## src/design/gcd_rmrc_pkg.sv

```systemverilog
`timescale 1ns / 1ps
`default_nettype none
// ----------------------------------------------------------------------------
// gcd_rmrc_pkg
// Shared types for the gcd / reduced-step / range-count core: sequencer
// states and the status bundle of the shared shift-subtract divider.
// ----------------------------------------------------------------------------
package gcd_rmrc_pkg;

  // Sequencer states of the core
  typedef enum logic [3:0] {
    ST_IDLE,       // waiting for a request beat
    ST_GCD,        // Euclid step: test y, issue x % y
    ST_GCD_WAIT,   // waiting on x % y
    ST_STEP,       // issue modulus / gcd
    ST_STEP_WAIT,  // waiting on modulus / gcd
    ST_HI,         // empty-range check, issue high / step
    ST_HI_WAIT,    // waiting on high / step
    ST_LO_WAIT,    // waiting on (low - 1) / step
    ST_DONE        // result ready for the output register
  } seq_state_t;

  // Divider status seen by the sequencer
  typedef struct packed {
    logic busy;  // division in progress
    logic done;  // one-cycle pulse, quotient and remainder valid
  } div_stat_t;

endpackage
`default_nettype wire

```

## src/design/gcd_reduced_multiple_range_count_core.sv

```systemverilog
`timescale 1ns / 1ps
`default_nettype none
// ----------------------------------------------------------------------------
// gcd_reduced_multiple_range_count_core
// g = gcd(multiplier, modulus) by Euclid, step = modulus / g, and the count
// of multiples of step in [low, high] as high/step - (low-1)/step.
//
//   channel | dir | beat contents (low bits first)
//   --------+-----+-----------------------------------------------------
//   in_*    | in  | range_low, range_high, multiplier, modulus
//   out_*   | out | match_count, common_divisor, reduced_step
//
// One request at a time. Every quotient and remainder comes from one
// shared shift-subtract divider at one bit per cycle. A request runs one
// division per Euclid remainder step, then at most the step division and
// the two count divisions (at most ~90 Euclid remainder steps for 63 bits).
// Reset (rst_n low, synchronous) empties the sequencer and output register.
// A stalled result waits in the output register; the next request is taken
// meanwhile and holds in ST_DONE only if the register is still full.
// ----------------------------------------------------------------------------
module gcd_reduced_multiple_range_count_core #(
  parameter int VALUE_BITS = 63
) (
  input  logic                                      clk,
  input  logic                                      rst_n,
  input  logic                                      in_tvalid,
  output logic                                      in_tready,
  // range_low, range_high, multiplier, modulus, zero pad
  input  logic [((4*VALUE_BITS+7)/8)*8-1:0]         in_tdata,
  output logic                                      out_tvalid,
  input  logic                                      out_tready,
  // match_count, common_divisor, reduced_step, zero pad
  output logic [((3*VALUE_BITS+7)/8)*8-1:0]         out_tdata
);
  import gcd_rmrc_pkg::*;

  localparam int W           = VALUE_BITS;
  localparam int OUT_TDATA_W = ((3*VALUE_BITS+7)/8)*8;

  seq_state_t state_r, state_nxt;
  logic [W-1:0] lo_r, lo_nxt;
  logic [W-1:0] hi_r, hi_nxt;
  logic [W-1:0] mod_r, mod_nxt;
  logic [W-1:0] x_r, x_nxt;
  logic [W-1:0] y_r, y_nxt;
  logic [W-1:0] g_r, g_nxt;
  logic [W-1:0] step_r, step_nxt;
  logic [W-1:0] qhi_r, qhi_nxt;
  logic [W-1:0] cnt_r, cnt_nxt;

  logic         out_tvalid_r, out_tvalid_nxt;
  logic [W-1:0] o_cnt_r, o_cnt_nxt;
  logic [W-1:0] o_g_r, o_g_nxt;
  logic [W-1:0] o_step_r, o_step_nxt;

  logic         div_start;
  logic [W-1:0] div_a, div_b;
  div_stat_t    div_stat;
  logic [W-1:0] div_q, div_r;
  logic         load_out;
  logic [W-1:0] in_lo;

  assign in_tready = (state_r == ST_IDLE);
  assign in_lo     = in_tdata[W-1:0];
  assign load_out  = (state_r == ST_DONE) && (!out_tvalid_r || out_tready);

  // Shared divider
  gcd_rmrc_div #(.W(W)) u_div (
    .clk       (clk),
    .rst_n     (rst_n),
    .start     (div_start),
    .dividend  (div_a),
    .divisor   (div_b),
    .stat      (div_stat),
    .quotient  (div_q),
    .remainder (div_r)
  );

  // Sequencer: next state, divider operands, working registers
  always_comb begin
    state_nxt = state_r;
    lo_nxt    = lo_r;
    hi_nxt    = hi_r;
    mod_nxt   = mod_r;
    x_nxt     = x_r;
    y_nxt     = y_r;
    g_nxt     = g_r;
    step_nxt  = step_r;
    qhi_nxt   = qhi_r;
    cnt_nxt   = cnt_r;
    div_start = 1'b0;
    div_a     = x_r;
    div_b     = y_r;
    unique case (state_r)
      ST_IDLE: begin
        if (in_tvalid) begin
          // low bound 0 counts as 1
          lo_nxt    = (in_lo == '0) ? W'(1) : in_lo;
          hi_nxt    = in_tdata[2*W-1:W];
          x_nxt     = in_tdata[3*W-1:2*W];
          y_nxt     = in_tdata[4*W-1:3*W];
          mod_nxt   = in_tdata[4*W-1:3*W];
          state_nxt = ST_GCD;
        end
      end
      ST_GCD: begin
        if (y_r == '0) begin
          g_nxt     = x_r;
          state_nxt = ST_STEP;
        end else begin
          div_start = 1'b1;
          state_nxt = ST_GCD_WAIT;
        end
      end
      ST_GCD_WAIT: begin
        if (div_stat.done) begin
          x_nxt     = y_r;
          y_nxt     = div_r;
          state_nxt = ST_GCD;
        end
      end
      ST_STEP: begin
        if (g_r == '0) begin
          step_nxt  = '0;
          cnt_nxt   = '0;
          state_nxt = ST_DONE;
        end else begin
          div_a     = mod_r;
          div_b     = g_r;
          div_start = 1'b1;
          state_nxt = ST_STEP_WAIT;
        end
      end
      ST_STEP_WAIT: begin
        if (div_stat.done) begin
          step_nxt  = div_q;
          state_nxt = ST_HI;
        end
      end
      ST_HI: begin
        // zero step or empty range counts nothing
        if (step_r == '0 || lo_r > hi_r) begin
          cnt_nxt   = '0;
          state_nxt = ST_DONE;
        end else begin
          div_a     = hi_r;
          div_b     = step_r;
          div_start = 1'b1;
          state_nxt = ST_HI_WAIT;
        end
      end
      ST_HI_WAIT: begin
        if (div_stat.done) begin
          qhi_nxt   = div_q;
          div_a     = lo_r - W'(1);
          div_b     = step_r;
          div_start = 1'b1;
          state_nxt = ST_LO_WAIT;
        end
      end
      ST_LO_WAIT: begin
        if (div_stat.done) begin
          cnt_nxt   = qhi_r - div_q;
          state_nxt = ST_DONE;
        end
      end
      ST_DONE: begin
        if (load_out) begin
          state_nxt = ST_IDLE;
        end
      end
      default: begin
        state_nxt = ST_IDLE;
      end
    endcase
  end

  // Output register
  always_comb begin
    out_tvalid_nxt = out_tvalid_r;
    o_cnt_nxt      = o_cnt_r;
    o_g_nxt        = o_g_r;
    o_step_nxt     = o_step_r;
    if (load_out) begin
      out_tvalid_nxt = 1'b1;
      o_cnt_nxt      = cnt_r;
      o_g_nxt        = g_r;
      o_step_nxt     = step_r;
    end else if (out_tready) begin
      out_tvalid_nxt = 1'b0;
    end
  end

  // Control state
  always_ff @(posedge clk) begin
    if (!rst_n) begin
      state_r      <= ST_IDLE;
      out_tvalid_r <= 1'b0;
    end else begin
      state_r      <= state_nxt;
      out_tvalid_r <= out_tvalid_nxt;
    end
  end

  // Datapath
  always_ff @(posedge clk) begin
    lo_r     <= lo_nxt;
    hi_r     <= hi_nxt;
    mod_r    <= mod_nxt;
    x_r      <= x_nxt;
    y_r      <= y_nxt;
    g_r      <= g_nxt;
    step_r   <= step_nxt;
    qhi_r    <= qhi_nxt;
    cnt_r    <= cnt_nxt;
    o_cnt_r  <= o_cnt_nxt;
    o_g_r    <= o_g_nxt;
    o_step_r <= o_step_nxt;
  end

  assign out_tvalid = out_tvalid_r;
  assign out_tdata  = OUT_TDATA_W'({o_step_r, o_g_r, o_cnt_r});

  // Checks
  a_load_lands: assert property (@(posedge clk) disable iff (!rst_n)
    load_out |=> (out_tvalid_r && state_r == ST_IDLE))
    else $error("finished result not registered");
  a_done_in_wait: assert property (@(posedge clk) disable iff (!rst_n)
    div_stat.done |-> (state_r == ST_GCD_WAIT || state_r == ST_STEP_WAIT ||
                       state_r == ST_HI_WAIT || state_r == ST_LO_WAIT))
    else $error("divider result arrived outside a wait state");
  a_count_step: assert property (@(posedge clk) disable iff (!rst_n)
    (state_r == ST_HI_WAIT || state_r == ST_LO_WAIT) |-> step_r != '0)
    else $error("count division by a zero step");
  a_wait_busy: assert property (@(posedge clk) disable iff (!rst_n)
    (state_r == ST_GCD || state_r == ST_STEP || state_r == ST_HI) |-> !div_stat.busy)
    else $error("divider busy when a division is issued");

endmodule
`default_nettype wire

```

## src/design/gcd_rmrc_div.sv

```systemverilog
`timescale 1ns / 1ps
`default_nettype none
// ----------------------------------------------------------------------------
// gcd_rmrc_div
// Restoring shift-subtract divider, one quotient bit per cycle. Shared by
// the Euclid loop, the step division and both count divisions.
// ----------------------------------------------------------------------------
module gcd_rmrc_div #(
  parameter int W = 63
) (
  input  logic                     clk,
  input  logic                     rst_n,
  input  logic                     start,
  input  logic [W-1:0]             dividend,
  input  logic [W-1:0]             divisor,
  output gcd_rmrc_pkg::div_stat_t  stat,
  output logic [W-1:0]             quotient,
  output logic [W-1:0]             remainder
);
  import gcd_rmrc_pkg::*;

  localparam int CW = $clog2(W + 1);

  logic          busy_r, busy_nxt;
  logic          done_r, done_nxt;
  logic [CW-1:0] cnt_r, cnt_nxt;
  logic [W-1:0]  rem_r, rem_nxt;
  logic [W-1:0]  quo_r, quo_nxt;
  logic [W-1:0]  dvs_r, dvs_nxt;

  logic [W:0]    shifted;
  logic [W:0]    diff;
  logic          ge;

  // One restoring step: shift in next dividend bit, try subtract
  assign shifted = {rem_r, quo_r[W-1]};
  assign diff    = shifted - {1'b0, dvs_r};
  assign ge      = (shifted >= {1'b0, dvs_r});

  always_comb begin
    busy_nxt = busy_r;
    done_nxt = 1'b0;
    cnt_nxt  = cnt_r;
    rem_nxt  = rem_r;
    quo_nxt  = quo_r;
    dvs_nxt  = dvs_r;
    if (start) begin
      busy_nxt = 1'b1;
      cnt_nxt  = CW'(W);
      rem_nxt  = '0;
      quo_nxt  = dividend;
      dvs_nxt  = divisor;
    end else if (busy_r) begin
      rem_nxt = ge ? diff[W-1:0] : shifted[W-1:0];
      quo_nxt = {quo_r[W-2:0], ge};
      cnt_nxt = cnt_r - 1'b1;
      if (cnt_r == CW'(1)) begin
        busy_nxt = 1'b0;
        done_nxt = 1'b1;
      end
    end
  end

  // Control state
  always_ff @(posedge clk) begin
    if (!rst_n) begin
      busy_r <= 1'b0;
      done_r <= 1'b0;
      cnt_r  <= '0;
    end else begin
      busy_r <= busy_nxt;
      done_r <= done_nxt;
      cnt_r  <= cnt_nxt;
    end
  end

  // Datapath
  always_ff @(posedge clk) begin
    rem_r <= rem_nxt;
    quo_r <= quo_nxt;
    dvs_r <= dvs_nxt;
  end

  assign stat.busy = busy_r;
  assign stat.done = done_r;
  assign quotient  = quo_r;
  assign remainder = rem_r;

  // Checks
  a_start_idle: assert property (@(posedge clk) disable iff (!rst_n)
    start |-> !busy_r)
    else $error("divider restarted while busy");
  a_done_after_busy: assert property (@(posedge clk) disable iff (!rst_n)
    done_r |-> $past(busy_r))
    else $error("divider done without a running division");
  a_busy_count: assert property (@(posedge clk) disable iff (!rst_n)
    busy_r |-> cnt_r != '0)
    else $error("divider busy with spent bit count");
  a_rem_range: assert property (@(posedge clk) disable iff (!rst_n)
    (done_r && dvs_r != '0) |-> rem_r < dvs_r)
    else $error("divider remainder not below divisor");

endmodule
`default_nettype wire
```

## config.mk

```make
export PLATFORM = sky130hd
export DESIGN_NAME = gcd_reduced_multiple_range_count_core
export DESIGN_NICKNAME = d
export VERILOG_FILES = /design/src/design/gcd_rmrc_pkg.sv /design/src/design/gcd_reduced_multiple_range_count_core.sv /design/src/design/gcd_rmrc_div.sv
export SDC_FILE = /design/constraint.sdc
export NUM_CORES = 2
export LEC_CHECK = 0
export ABC_AREA = 0
export BUFFER_PORTS_ARGS = -buffer_cell sky130_fd_sc_hd__buf_2
export CORE_AREA = 3 3 310 312
export CTS_BUF_LIST = sky130_fd_sc_hd__clkbuf_8
export DETAILED_ROUTE_END_ITERATION = 8
export DIE_AREA = 0 0 313 315
export PLACE_DENSITY_LB_ADDON = 0.25
export SLEW_MARGIN = 20
export SYNTH_ARGS = -nofsm -noshare
export SYNTH_HDL_FRONTEND = slang
export SYNTH_HIERARCHICAL = 1
export SYNTH_SLANG_ARGS = --single-unit
```

## constraint.sdc

```tcl
create_clock -name clk -period 11.46 [get_ports clk]
set_input_delay 2.292 -clock clk [delete_from_list [all_inputs] [get_ports clk]]
set_output_delay 2.292 -clock clk [all_outputs]
set_load 0.05 [all_outputs]
```

==> results.sh <==
export IMPL_leakage_nw=20.3
export IMPL_antenna_found_initial=21
export IMPL_cellInternalPower_mw=8.18
export IMPL_grt_max_degree=128
export IMPL_rr_endpoint="u_div/quotient[16]"
export IMPL_firstDrtPassIters=8
export IMPL_crit_start="lo_r[38]"
export IMPL_rsz0062_at_grt="no"
export IMPL_p_sw_mw=5.15
export IMPL_ir_worst_vdd_uv=184
export IMPL_finalSetupTns_ns=0
export IMPL_finalHoldViolations=0
export IMPL_hp_class="register to register"
export IMPL_grt_pass1_vias=34200
export IMPL_p_sw_frac=0.386
export IMPL_p_seq_frac=0.401
export IMPL_dieArea_mm2=0.0986
export IMPL_combPwrFrac=0.375
export IMPL_startpoint_type="register"
export IMPL_post_cts_buffers=0
export IMPL_cp_max_fo=63
export IMPL_clockBufferDepth=3
export IMPL_areaGrowthSynthToFinish_pct=13.1
export IMPL_end_kind="register"
export IMPL_io_pins=454
export IMPL_cp_data_required_time_ns=11.88
export IMPL_die_w_um=313
export IMPL_synth_cells=3973
export IMPL_setup_worst_path_class="register to register"
export IMPL_wl_per_cell_um=28.8
export IMPL_drt_iter0_drc=4623
export IMPL_grt_ovfl_total=0
export IMPL_dp_hpwl_mm=124
export IMPL_power_density_mw_per_mm2=247
export IMPL_maxSlewViolCount=0
export IMPL_syn_area_mm2=0.0476
export IMPL_num_rows=112
export IMPL_cts_hold_buf=0
export IMPL_clk_pin_slew_worst_paths_ns=0.06
export IMPL_crit_end="u_div/quotient[16]"
export IMPL_synth_warnings=6
export IMPL_maxCapViolations=0
export IMPL_syn_area_per_cell_um2=12.0
export IMPL_drive_gt1_frac=0.211
export IMPL_clockRootBuffer="clkbuf_8"
export IMPL_die_height_um=315
export IMPL_place_congestion=0.985
export IMPL_clock_latency_ns=0.85
export IMPL_rrSetupSlack_ns=5.60
export IMPL_design_area_mm2=0.0539
export IMPL_core_mm2=0.0933
export IMPL_grtUsageTotal=0.329
export IMPL_reg2regPathDepth=13
export IMPL_setup_viol_count_final=0
export IMPL_fin_crit_sh=0.511
export IMPL_slew_headroom=0.145
export IMPL_via_count=35900
export IMPL_numCtsBuffers=161
export IMPL_h_tree_depth=4
export IMPL_clockPowerShare=0.224
export IMPL_grt_pass1_wl_mm=233
export IMPL_tritoncts="built"
export IMPL_drc=0
export IMPL_final_min_clock_period_ns=5.86
export IMPL_arrival_ns=6.27
export IMPL_start_util=0.510
export IMPL_routed_wl_mm=165
export IMPL_portBuffers=446
export IMPL_ant_nets=0
export IMPL_fmax_mhz=171
export IMPL_cts_sinks=958
export IMPL_n_fill_cell=7920
export IMPL_dpl_instance_area_mm2=0.0507
export IMPL_avgViaCountPerCell=6.25
export IMPL_fin_skew_ns=0.0509
export IMPL_cts_repair_resize_count=0
export IMPL_timing_rr_start="lo_r[38]"
export IMPL_status="complete, no violations"
export IMPL_design_final_nets=4809
export IMPL_worst_slew_pin_slew_ns=1.27
[routing by layer]
| metal | part of all wire | global-route usage |
|---|---|---|
| met2 | 0.45 | 0.518 |
| met1 | 0.37 | 0.422 |
| met3 | 0.11 | 0.0789 |
| met4 | 0.063 | 0.182 |
| met5 | 0.00056 | 0 |
[stage by stage]
step,utilization,setup WS (ns),cells,hold slack (ns),total power [mW]
3_5_place_dp,0.544,5.78,5447,0.405,10.3
3_3_place_gp,0.544,5.60,5447,0.400,10.2
6_report,0.577,5.60,5744,0.408,13.3
2_1_floorplan,-,1.74,3975,0.400,8.84
5_1_grt,0.577,5.37,5741,0.412,14.1
4_1_cts,0.577,5.74,5739,0.407,13.3
[critical path: stages (launching register included)]
cell	delay (ns)
edfxtp_1	0.46
ha_1	0.36
nand4_1	0.17
nor4_1	0.83
nand3_1	0.16
a21oi_1	0.39
or4_1	0.25
nor3_2	0.06
buf_4	0.24
o21a_2	0.25
or4_4	0.89
nor2_2	0.81
inv_2	0.04
buf_4	0.38
[worst min-delay path by stage]
stage / from / to / slack [ns] / depth (start not counted)
global placement: cnt_r[57] / o_cnt_r[57] / 0.40 / 0
CTS: cnt_r[45] / o_cnt_r[45] / 0.41 / 0
detailed placement: cnt_r[38] / o_cnt_r[38] / 0.40 / 0
finish: cnt_r[44] / o_cnt_r[44] / 0.41 / 0
global route: cnt_r[32] / o_cnt_r[32] / 0.41 / 0
floorplan: cnt_r[0] / o_cnt_r[0] / 0.40 / 0
[power by group through the flow]
stage | combinational [mW] | sequential [mW] | clock (mW)
after detailed placement | 4.90 | 5.39 | 0
after global routing | 5.48 | 5.38 | 3.20
after CTS | 4.93 | 5.32 | 3.03
after floorplan | 3.71 | 5.13 | 0
after global placement | 4.84 | 5.37 | 0
final | 5.00 | 5.34 | 2.99
[placed cells by master (no fill, tap or decap), types with 85 or more instances in the layout]
cell type  instances
edfxtp_1         882
buf_2            446
inv_1            290
nor2_1           284
a21oi_1          228
nand2_1          222
mux2_2           193
ha_1             191
clkbuf_8         166
o21ai_0          165
nor4_1           136
xnor2_1           88
a221o_1           85
[area by class of cell]
type | instances | area [um2] | area share
Sequential cell | 958 | 28000 | 0.520
Multi-Input combinational cell | 2504 | 17700 | 0.329
Clock buffer | 166 | 2280 | 0.0424
Clock inverter | 126 | 813 | 0.0151
Timing Repair Buffer | 484 | 2530 | 0.0470
Tap cell | 1254 | 1570 | 0.0291
Antenna cell | 5 | 12.5 | 0.000232
Inverter | 247 | 931 | 0.0173
No activity file was read; power rests on OpenSTA's default activity.
